File: config.mk
export PLATFORM = sky130hd
export DESIGN_NAME = tlq_div
export DESIGN_NICKNAME = d
export VERILOG_FILES = /design/src/design/tlq_pkg.sv /design/src/design/tlq_div.sv
export SDC_FILE = /design/constraint.sdc
export NUM_CORES = 1
export LEC_CHECK = 0
export ABC_AREA = 1
export BUFFER_PORTS_ARGS = -buffer_cell sky130_fd_sc_hd__buf_2
export CAP_MARGIN = 0
export CORE_MARGIN = 2
export CORE_UTILIZATION = 45
export DETAILED_ROUTE_END_ITERATION = 10
export PLACE_DENSITY_LB_ADDON = 0.3
export SYNTH_ARGS = -nofsm -noshare
export SYNTH_HDL_FRONTEND = slang
export SYNTH_SLANG_ARGS = --single-unit
File: constraint.sdc
create_clock -name clock -period 8.48 [get_ports clock]
set_input_delay 1.272 -clock clock [delete_from_list [all_inputs] [get_ports clock]]
set_output_delay 1.272 -clock clock [all_outputs]
set_load 0.05 [all_outputs]
File: src/design/tlq_pkg.sv
// ----------------------------------------------------------------------------
// tlq_pkg
// Shared types, widths and register codes of the thick line quad tessellator.
// ----------------------------------------------------------------------------
package tlq_pkg;

   // Coordinate and field widths.
   localparam int COORD_W  = 32;
   localparam int SCALE_W  = 24;
   localparam int THICK_W  = 31;
   localparam int RATIO_W  = 17;
   localparam int CSR_IDX_W = 3;

   // Fraction bits of coordinates unless a parent overrides them.
   localparam int DEFAULT_FRAC_BITS = 16;

   // Thickness reset is 1311 at 16 fraction bits, rescaled to the format.
   localparam int THICK_BASE      = 1311;
   localparam int THICK_BASE_FRAC = 16;

   localparam logic [SCALE_W-1:0] SCALE_RESET = 24'd65536;
   localparam logic [RATIO_W-1:0] RATIO_ONE   = 17'd65536;

   // Shared divider and root unit widths.
   localparam int DIV_NUM_W  = 64;
   localparam int DIV_DEN_W  = 34;
   localparam int SQRT_IN_W  = 64;
   localparam int SQRT_OUT_W = 32;

   // Configuration register indexes.
   localparam logic [CSR_IDX_W-1:0] CSR_SCALE    = 3'd0;
   localparam logic [CSR_IDX_W-1:0] CSR_CENTER_X = 3'd1;
   localparam logic [CSR_IDX_W-1:0] CSR_CENTER_Y = 3'd2;
   localparam logic [CSR_IDX_W-1:0] CSR_THICK    = 3'd3;
   localparam logic [CSR_IDX_W-1:0] CSR_SOLID    = 3'd4;

   // Sequencer states.
   typedef enum logic [3:0] {
      ST_IDLE,
      ST_SCALE,
      ST_SCALE_WB,
      ST_DELTA,
      ST_SQ,
      ST_SQ_WB,
      ST_ROOT_GO,
      ST_ROOT,
      ST_OFF_MUL,
      ST_OFF_WB,
      ST_OFF_DIV,
      ST_RATIO,
      ST_RATIO_DIV,
      ST_EMIT
   } state_type;

   // Saturate a 36 bit signed sum to a 32 bit coordinate.
   function automatic logic signed [COORD_W-1:0] sat32(input logic signed [35:0] v);
      logic signed [COORD_W-1:0] r;
      if (v > 36'sh0_7FFF_FFFF) begin
         r = 32'sh7FFF_FFFF;
      end else if (v < -36'sh0_8000_0000) begin
         r = 32'sh8000_0000;
      end else begin
         r = v[COORD_W-1:0];
      end
      return r;
   endfunction

endpackage

File: src/design/tlq_div.sv
// ----------------------------------------------------------------------------
// tlq_div
// Restoring unsigned divider, one quotient bit per cycle.
// ----------------------------------------------------------------------------
module tlq_div (
   input  logic                            clock,
   input  logic                            reset,
   input  logic                            start,
   input  logic [tlq_pkg::DIV_NUM_W-1:0]   dividend,
   input  logic [tlq_pkg::DIV_DEN_W-1:0]   divisor,
   output logic                            done,
   output logic [tlq_pkg::DIV_NUM_W-1:0]   quotient
);
   import tlq_pkg::*;

   localparam int CNT_W = $clog2(DIV_NUM_W);

   logic [DIV_NUM_W-1:0] quo_ff, quo_in;
   logic [DIV_DEN_W:0]   rem_ff, rem_in;
   logic [DIV_DEN_W-1:0] den_ff, den_in;
   logic [CNT_W-1:0]     cnt_ff, cnt_in;
   logic                 busy_ff, busy_in;
   logic                 done_ff, done_in;
   logic [DIV_DEN_W:0]   rem_sh;

   // Shift one dividend bit into the remainder and subtract where it fits.
   always_comb begin
      rem_sh  = {rem_ff[DIV_DEN_W-1:0], quo_ff[DIV_NUM_W-1]};
      quo_in  = quo_ff;
      rem_in  = rem_ff;
      den_in  = den_ff;
      cnt_in  = cnt_ff;
      busy_in = busy_ff;
      done_in = 1'b0;
      if (start) begin
         quo_in  = dividend;
         rem_in  = '0;
         den_in  = divisor;
         cnt_in  = '1;
         busy_in = 1'b1;
      end else if (busy_ff) begin
         if (rem_sh >= {1'b0, den_ff}) begin
            rem_in = rem_sh - {1'b0, den_ff};
            quo_in = {quo_ff[DIV_NUM_W-2:0], 1'b1};
         end else begin
            rem_in = rem_sh;
            quo_in = {quo_ff[DIV_NUM_W-2:0], 1'b0};
         end
         cnt_in = cnt_ff - 1'b1;
         if (cnt_ff == '0) begin
            busy_in = 1'b0;
            done_in = 1'b1;
         end
      end
   end

   always_ff @(posedge clock) begin
      quo_ff <= quo_in;
      rem_ff <= rem_in;
      den_ff <= den_in;
      cnt_ff <= cnt_in;
      if (reset) begin
         busy_ff <= 1'b0;
         done_ff <= 1'b0;
      end else begin
         busy_ff <= busy_in;
         done_ff <= done_in;
      end
   end

   assign done     = done_ff;
   assign quotient = quo_ff;

endmodule

==> results.cfg <==
[flow_run]
max_cap_viol_count = 0

[placed_design]
place_area_um2 = 9380
place_congestion = 0.929
io_buffers = 165
dpl.hpwl_mm = 14.6
dpl_worst_slack_ns = 4.42

[power_and_ir_drop]
clock_power_share_pct = 39.7
p_int_mw = 1.28
power_switching_mw = 0.575
power_density_nw_per_um2 = 187
power_frac_comb_pct = 16.5
p_seq_share_pct = 43.8
power_leakage_nw = 5.38
swShare_pct = 30.9
ir_drop_v = 0.000165

[synth]
syn-cell-area_um2 = 8390
ys_types = 39
ys_seq_area_share_pct = 45.1
yosys_warnings = 0
syn_inst = 1147
synth_area_per_cell_um2 = 7.32
synth-seq-cells = 140
synth_fp_nets = 1285

[clocking]
post-cts-setup-buffer-count = 0
cts_inserted_buffers = 17
clockBufferDepth = 2
cts-htree-levels = 4
clock_latency_ns = 0.43
cts_resized = 0
cts_tree = done
clock-root-buffer = clkbuf_16
postCtsHoldBufs = 0
clk_pin_slew_ns = 0.06
cts_sinks = 140

[cells_and_area]
layout_common_cells = 503 x nand2_1, 184 x inv_1, 164 x buf_2
diodes = 0
drive_gt1_share_pct = 16.9
stdcell_area_um2 = 9950
area_growth_pct = 18.6
final_nets = 1442
layout_commonest_cell = nand2_1
nFillCells = 1714

[min_path]
min-delay-start = rem_ff[29]
hold_path_class = register to register

[sta]
min_period_ns = 3.54
fin_skew_ns = 0.0110
finalSetupViolations = 0
setup_tns_ns = 0
tightest_slew_ns = 1.17
max_clock_freq_mhz = 283
rsz0062_at_grt = no
maxSlewViolCount = 0
worst_slack_ns = 4.94
max_slew_margin_pct = 21.7
hold_violations = 0
fin_crit_sh_pct = 41.7

[grt]
grt_max_degree = 104
globalRouteOverflowTotal = 0
grt_pass1_vias = 6921
grt_pass1_wl_mm = 33.0
grt.total_usage_pct = 20.7
antenna_found_initial = 1

[floorplanning]
start_util_pct = 46.2
dieArea_um2 = 19800
core_area_um2 = 18100
fp.dieH_um = 141
num_rows = 49
io_pins = 166
die_w_um = 141

[worst_setup_path]
worstPathRequired_ns = 8.53
crit_start = start
endpoint_kind = register
critPathKind = input port to register
crit_path_start_kind = input port
cp_data_arrival_time_ns = 3.59
rr_startpoint = den_ff[25]
worstPathMaxFanout = 103

[routing]
vias_per_cell = 4.76
wl_per_cell_um = 13.0
drc = 0
wl_mm = 20.2
drtPass1Iterations = 5
dr_total_vias = 7358
ant_nets = 0
drtIter0Drc = 495

[run_status]
status = completed
==> critical path: stages <==
cell and delay, ns:
buf_4 0.76, nor2_1 0.08, buf_4 0.26, inv_2 0.43, buf_4 0.64
==> sequential cells by signal, summed over array words and instances, names as in the netlist <==
signal    cells
rem_ff       34
quotient     64
done          1
den_ff       34
cnt_ff        6
busy_ff       1
==> power by group through the flow <==
stage / clock, mW / sequential (mW) / combinational (mW)
after floorplan: 0 / 0.935 / 0.110
after global placement: 0 / 0.829 / 0.304
final: 0.739 / 0.815 / 0.306
after CTS: 0.752 / 0.815 / 0.308
after global routing: 0.780 / 0.820 / 0.333
after detailed placement: 0 / 0.827 / 0.308
==> final timing paths <==
check,end,slack (ns),cells past startpoint
hold reg to reg,rem_ff[29],0.47,2
setup reg to reg,rem_ff[19],5.71,12
setup / recovery,quotient[4],4.94,5
hold / removal,rem_ff[29],0.47,2
==> routing by layer <==
| layer | global-route usage (%) | share of wire [%] | vias up |
|---|---|---|---|
| met3 | 6.05 | 6.8 | 18 |
| li1 | - | - | 3876 |
| met2 | 34.3 | 46 | 229 |
| met5 | 0 | 0.055 | - |
| met1 | 26.9 | 46 | 3233 |
| met4 | 5.05 | 1.2 | 2 |
==> cells by family after synthesis <==
group / share of synthesized area [%]
simple gates: 33.5
xor+xnor: 1.77
compound gates: 3.67
fa+ha+maj: 5.61
flops: 45.1
buf+inv: 10.4
==> metrics by stage <==
stage	cells	power, mW	utilization, %	hold slack, ns
6_report	1546	1.86	54.9	0.471
2_1_floorplan	1147	1.04	-	0.443
4_1_cts	1546	1.88	54.9	0.473
3_3_place_gp	1514	1.13	51.7	0.456
3_5_place_dp	1514	1.14	51.7	0.459
5_1_grt	1546	1.93	54.9	0.487
==> Yosys cell counts <==
library cell	n	area, um^2
inv_2	5	18.8
nor3_2	1	10.0
a31oi_1	1	6.26
nand3b_1	23	173
o21bai_1	2	15.0
nor4_1	1	6.26
nor3_1	6	30.0
nand2_2	4	25.0
fa_1	1	20.0
buf_4	3	22.5
ha_1	36	450
inv_1	185	694
xnor2_1	14	123
clkbuf_1	17	63.8
nand3_2	1	10.0
dfxtp_1	42	841
nand2_8	1	20.0
nor2_1	44	165
edfxtp_1	98	2940
nand2_4	1	11.3
a21oi_2	1	8.76
o21ai_0	12	60.1
a21o_1	1	7.51
xor2_1	3	26.3
clkinv_1	1	3.75
and2_1	3	18.8
nor2_2	4	25.0
buf_6	3	33.8
nor2_4	2	22.5
buf_1	1	3.75
nand3_1	76	380
o21ai_1	16	80.1
a21oi_1	23	115
nand2_1	503	1890
buf_2	6	30.0
nand4_1	3	18.8
o211ai_1	1	7.51
a22oi_1	1	7.51
or2_2	1	6.26
==> cell type report <==
cell class                      count  area, um^2  share of cell area [%]
Clock buffer                       18         429                    4.31
Clock inverter                     14         148                    1.48
Timing Repair Buffer              168         851                    8.55
Tap cell                          229         287                    2.88
Sequential cell                   140        3780                    38.0
Multi-Input combinational cell    786        3740                    37.6
Inverter                          191         717                    7.20
Note: power is estimated with default switching activity, not from simulation.
