`src/design/tlq_pkg.sv`:
```
// ----------------------------------------------------------------------------
// tlq_pkg
// Shared types, widths and register codes of the thick line quad tessellator.
// ----------------------------------------------------------------------------
package tlq_pkg;

   // Coordinate and field widths.
   localparam int COORD_W  = 32;
   localparam int SCALE_W  = 24;
   localparam int THICK_W  = 31;
   localparam int RATIO_W  = 17;
   localparam int CSR_IDX_W = 3;

   // Fraction bits of coordinates unless a parent overrides them.
   localparam int DEFAULT_FRAC_BITS = 16;

   // Thickness reset is 1311 at 16 fraction bits, rescaled to the format.
   localparam int THICK_BASE      = 1311;
   localparam int THICK_BASE_FRAC = 16;

   localparam logic [SCALE_W-1:0] SCALE_RESET = 24'd65536;
   localparam logic [RATIO_W-1:0] RATIO_ONE   = 17'd65536;

   // Shared divider and root unit widths.
   localparam int DIV_NUM_W  = 64;
   localparam int DIV_DEN_W  = 34;
   localparam int SQRT_IN_W  = 64;
   localparam int SQRT_OUT_W = 32;

   // Configuration register indexes.
   localparam logic [CSR_IDX_W-1:0] CSR_SCALE    = 3'd0;
   localparam logic [CSR_IDX_W-1:0] CSR_CENTER_X = 3'd1;
   localparam logic [CSR_IDX_W-1:0] CSR_CENTER_Y = 3'd2;
   localparam logic [CSR_IDX_W-1:0] CSR_THICK    = 3'd3;
   localparam logic [CSR_IDX_W-1:0] CSR_SOLID    = 3'd4;

   // Sequencer states.
   typedef enum logic [3:0] {
      ST_IDLE,
      ST_SCALE,
      ST_SCALE_WB,
      ST_DELTA,
      ST_SQ,
      ST_SQ_WB,
      ST_ROOT_GO,
      ST_ROOT,
      ST_OFF_MUL,
      ST_OFF_WB,
      ST_OFF_DIV,
      ST_RATIO,
      ST_RATIO_DIV,
      ST_EMIT
   } state_type;

   // Saturate a 36 bit signed sum to a 32 bit coordinate.
   function automatic logic signed [COORD_W-1:0] sat32(input logic signed [35:0] v);
      logic signed [COORD_W-1:0] r;
      if (v > 36'sh0_7FFF_FFFF) begin
         r = 32'sh7FFF_FFFF;
      end else if (v < -36'sh0_8000_0000) begin
         r = 32'sh8000_0000;
      end else begin
         r = v[COORD_W-1:0];
      end
      return r;
   endfunction

endpackage

```
`src/design/tlq_sqrt.sv`:
```
// ----------------------------------------------------------------------------
// tlq_sqrt
// Iterative integer square root, one result bit per cycle.
// ----------------------------------------------------------------------------
module tlq_sqrt (
   input  logic                             clock,
   input  logic                             reset,
   input  logic                             start,
   input  logic [tlq_pkg::SQRT_IN_W-1:0]    radicand,
   output logic                             done,
   output logic [tlq_pkg::SQRT_OUT_W-1:0]   root
);
   import tlq_pkg::*;

   logic [SQRT_IN_W-1:0] rem_ff, rem_in;
   logic [SQRT_IN_W-1:0] res_ff, res_in;
   logic [SQRT_IN_W-1:0] bit_ff, bit_in;
   logic                 busy_ff, busy_in;
   logic                 done_ff, done_in;
   logic [SQRT_IN_W-1:0] trial;

   // One digit step: try to subtract the trial value from the remainder.
   always_comb begin
      trial   = res_ff + bit_ff;
      rem_in  = rem_ff;
      res_in  = res_ff;
      bit_in  = bit_ff;
      busy_in = busy_ff;
      done_in = 1'b0;
      if (start) begin
         rem_in  = radicand;
         res_in  = '0;
         bit_in  = {2'b01, {(SQRT_IN_W-2){1'b0}}};
         busy_in = 1'b1;
      end else if (busy_ff) begin
         if (rem_ff >= trial) begin
            rem_in = rem_ff - trial;
            res_in = (res_ff >> 1) + bit_ff;
         end else begin
            res_in = res_ff >> 1;
         end
         bit_in = bit_ff >> 2;
         if (bit_ff[0]) begin
            busy_in = 1'b0;
            done_in = 1'b1;
         end
      end
   end

   always_ff @(posedge clock) begin
      rem_ff <= rem_in;
      res_ff <= res_in;
      bit_ff <= bit_in;
      if (reset) begin
         busy_ff <= 1'b0;
         done_ff <= 1'b0;
      end else begin
         busy_ff <= busy_in;
         done_ff <= done_in;
      end
   end

   assign done = done_ff;
   assign root = res_ff[SQRT_OUT_W-1:0];

endmodule

```
`config.mk`:
```
export PLATFORM = sky130hd
export DESIGN_NAME = tlq_sqrt
export DESIGN_NICKNAME = d
export VERILOG_FILES = /design/src/design/tlq_pkg.sv /design/src/design/tlq_sqrt.sv
export SDC_FILE = /design/constraint.sdc
export NUM_CORES = 1
export LEC_CHECK = 0
export CORE_ASPECT_RATIO = 1.4
export CORE_MARGIN = 2
export CORE_UTILIZATION = 65
export DETAILED_ROUTE_END_ITERATION = 10
export DONT_BUFFER_PORTS = 1
export PLACE_DENSITY = 0.85
export SYNTH_ARGS = -nofsm -noshare
export SYNTH_HDL_FRONTEND = slang
export SYNTH_SLANG_ARGS = --single-unit
```
`constraint.sdc`:
```
create_clock -name clock -period 10.1 [get_ports clock]
set_input_delay 0.505 -clock clock [delete_from_list [all_inputs] [get_ports clock]]
set_output_delay 0.505 -clock clock [all_outputs]
set_load 0.02 [all_outputs]
```
==> impl_metrics.env <==
export IMPL_reg2reg_slack_ns=2.75
export IMPL_synthFlopType="dfxtp_1"
export IMPL_p_per_area_mw_per_mm2=305
export IMPL_seqCellArea_mm2=0.00389
export IMPL_synth_seq_cells=162
export IMPL_multi_input_area_mm2=0.0109
export IMPL_ys_seq_area_frac=0.249
export IMPL_ir_worst_vdd_mv=0.212
export IMPL_clk_latency_ns=0.46
export IMPL_synth_cell_types=82
export IMPL_cts_buffers=17
export IMPL_min_to="busy_ff"
export IMPL_arrival_ns=7.44
export IMPL_setup_tns_final_ns=0
export IMPL_grt_ovfl_total=0
export IMPL_relSlewSlack=0.282
export IMPL_hold_start="reset"
export IMPL_cts_root_buffer="clkbuf_16"
export IMPL_p_leak_uw=0.00582
export IMPL_grt_max_degree=218
export IMPL_worst_pin_slew_ns=1.08
export IMPL_period_needed_ns=7.35
export IMPL_synth_common_cells="nand2_1, nor2_1, o21ai_0"
export IMPL_place_gp_congestion=1.01
export IMPL_htree_levels=4
export IMPL_grt_use_total=0.366
export IMPL_num_vias=15000
export IMPL_wire_per_inst_um=21.3
export IMPL_fmax_mhz=136
export IMPL_cts_resized=0
export IMPL_r2r_end="rem_ff[20]"
export IMPL_postSynthNetCount=2188
export IMPL_async_flop_share=0
export IMPL_fin_area_mm2=0.0159
export IMPL_synthTopCellsByArea="dfxtp_1, edfxtp_1, ha_1, nand2_1, xor2_1"
export IMPL_rsz0062_at_grt="no"
export IMPL_clkTransAtPathRegs_ns=0.08
export IMPL_synth_edf_count=64
export IMPL_cts_setup_buffers=0
export IMPL_yosysMostFrequentCell="nand2_1"
export IMPL_viasPerCell=6.89
export IMPL_hold_class="in2reg"
export IMPL_final_core_util=0.669
export IMPL_drive_gt1_frac=0.0491
export IMPL_fin_crit_sh=0.728
export IMPL_coreArea_mm2=0.0237
export IMPL_avgSynthCellArea_um2=7.83
export IMPL_grt_pass1_wl_um=73600
export IMPL_ios=100
export IMPL_yosys_warnings=0
export IMPL_synth_top_area_cell="dfxtp_1"
export IMPL_dpl_cell_count=2151
export IMPL_tritoncts="done"
export IMPL_critPathRequiredTime_ns=10.19
export IMPL_path_max_fanout=46
export IMPL_port_buffers=0
export IMPL_finalMaxSlewViolations=0
export IMPL_startpoint_type="register"
export IMPL_clockBufferDepth=2
export IMPL_ant_nets=0
export IMPL_critical_path_class="reg2reg"
export IMPL_drt_iter0_drc=1229
export IMPL_fp_dieW_um=135
export IMPL_setup_violations_final=0
export IMPL_cap_violations=0
export IMPL_total_power_uw=4850
export IMPL_syn_inst=1990
export IMPL_fp_dieArea_mm2=0.0252
export IMPL_skew_ns=0.0153
export IMPL_hold_buffers=0
export IMPL_fillers=2073
export IMPL_yosysTopAreaCellShare=0.126
export IMPL_r2r_start="res_ff[4]"
export IMPL_num_rows=67
export IMPL_area_growth_pct=1.86
export IMPL_die_h_um=187
export IMPL_stdcell_count=2185
export IMPL_dpl_cell_area_mm2=0.0153
export IMPL_worst_setup_path_end_kind="register"
export IMPL_final_nets=2058
export IMPL_min_path_cells=1
export IMPL_clock_sink_count=162
export IMPL_wl_um=46600
export IMPL_place_detailed_hpwl_um=35000
export IMPL_status="complete, no violations"
export IMPL_grt_pass1_vias=14800
export IMPL_initial_utilization=0.657
export IMPL_hold_violations=0
export IMPL_drtPass1Iterations=6
export IMPL_antenna_found_initial=1
export IMPL_rr_worst_depth=22
export IMPL_drc=0
export IMPL_synth_area_mm2=0.0156
how the worst max path moves through the flow:
stage / from / end / slack (ns) / cells past startpoint
floorplan: res_ff[12] / rem_ff[0] / 3.71 / 21
global placement: res_ff[6] / rem_ff[18] / 3.11 / 22
detailed placement: res_ff[6] / rem_ff[23] / 2.83 / 22
CTS: res_ff[6] / rem_ff[31] / 2.80 / 22
global route: res_ff[2] / rem_ff[43] / 2.27 / 22
finish: res_ff[4] / rem_ff[20] / 2.75 / 22
power by group:
group          internal, uW  switching (uW)  leakage, uW
combinational          1080            1960      0.00411
sequential              940             231      0.00144
clock                   333             304     0.000274
critical path, stage by stage (launching register included):
cell and delay (ns):
dfxtp_1 0.62, ha_1 0.29, a211oi_1 0.09, a211o_1 0.34
o31ai_1 0.75, a21o_1 0.23, a31oi_1 0.13, o31a_1 0.37
o21a_1 0.23, o21bai_1 0.16, xnor2_1 0.10, ha_1 0.42
nand2_1 0.13, nor2_1 0.24, nand2_1 0.18, o21ai_0 0.31
o21ai_1 0.21, nand4_2 0.13, buf_4 0.47, and2_1 0.23
nand2_1 0.09, nand2_2 0.62, buf_4 0.55
registers in the layout, indices dropped and copies added (netlist names):
name     flops
done         1
rem_ff      64
res_ff      64
bit_ff      32
busy_ff      1
cells by family after synthesis:
kind of cell / count (synthesis) / synth area share
AOI/OAI and AO/OA: 659 / 0.281
and+or+nand+nor: 648 / 0.192
buffers and inverters: 191 / 0.0549
DFF: 162 / 0.249
xor gates and xnor gates: 151 / 0.0849
adders and majority gates: 131 / 0.106
muxes: 48 / 0.0317
through the flow:
step / setup slack, ns / hold WS [ns]
after global placement: 3.11 / 0.529
after global routing: 2.27 / 0.105
after floorplan: 3.71 / 0.466
after CTS: 2.80 / 0.0976
final: 2.75 / 0.105
after detailed placement: 2.83 / 0.525
layout make-up:
| type | count | area share |
|---|---|---|
| Multi-Input combinational cell | 1637 | 0.684 |
| Sequential cell | 162 | 0.245 |
| Clock buffer | 20 | 0.0288 |
| Tap cell | 310 | 0.0244 |
| Inverter | 35 | 0.00828 |
| Clock inverter | 12 | 0.00615 |
| Timing Repair Buffer | 7 | 0.00331 |
| Antenna cell | 2 | 0.000315 |
routing by layer:
layer,global-route usage,up-vias,share of wire
li1,-,7155,-
met1,0.375,7025,0.36
met2,0.643,648,0.50
met5,0,-,0
met4,0.288,0,0.082
met3,0.0699,218,0.058
cell usage in the layout (no fill, tap or decap), types with 12 or more instances in the layout:
cell type  count
xnor2_1       66
edfxtp_1      64
a31o_2        18
nand2_1      243
nand3b_1      15
mux2i_1       37
nand4_1       42
a31oi_1       78
nand2b_1      14
a21o_1        44
xor2_1        85
inv_1         33
o21ai_0      139
o21bai_1      38
a211oi_1      42
ha_1         130
clkbuf_16     17
a311oi_1      35
o21a_1        15
dfxtp_1       97
or3_1         12
nor2_1       161
o211ai_1      25
and2_1        14
nor3_1        25
nand3_1       63
a21oi_1      123
No activity file was read; power rests on OpenSTA's default activity.
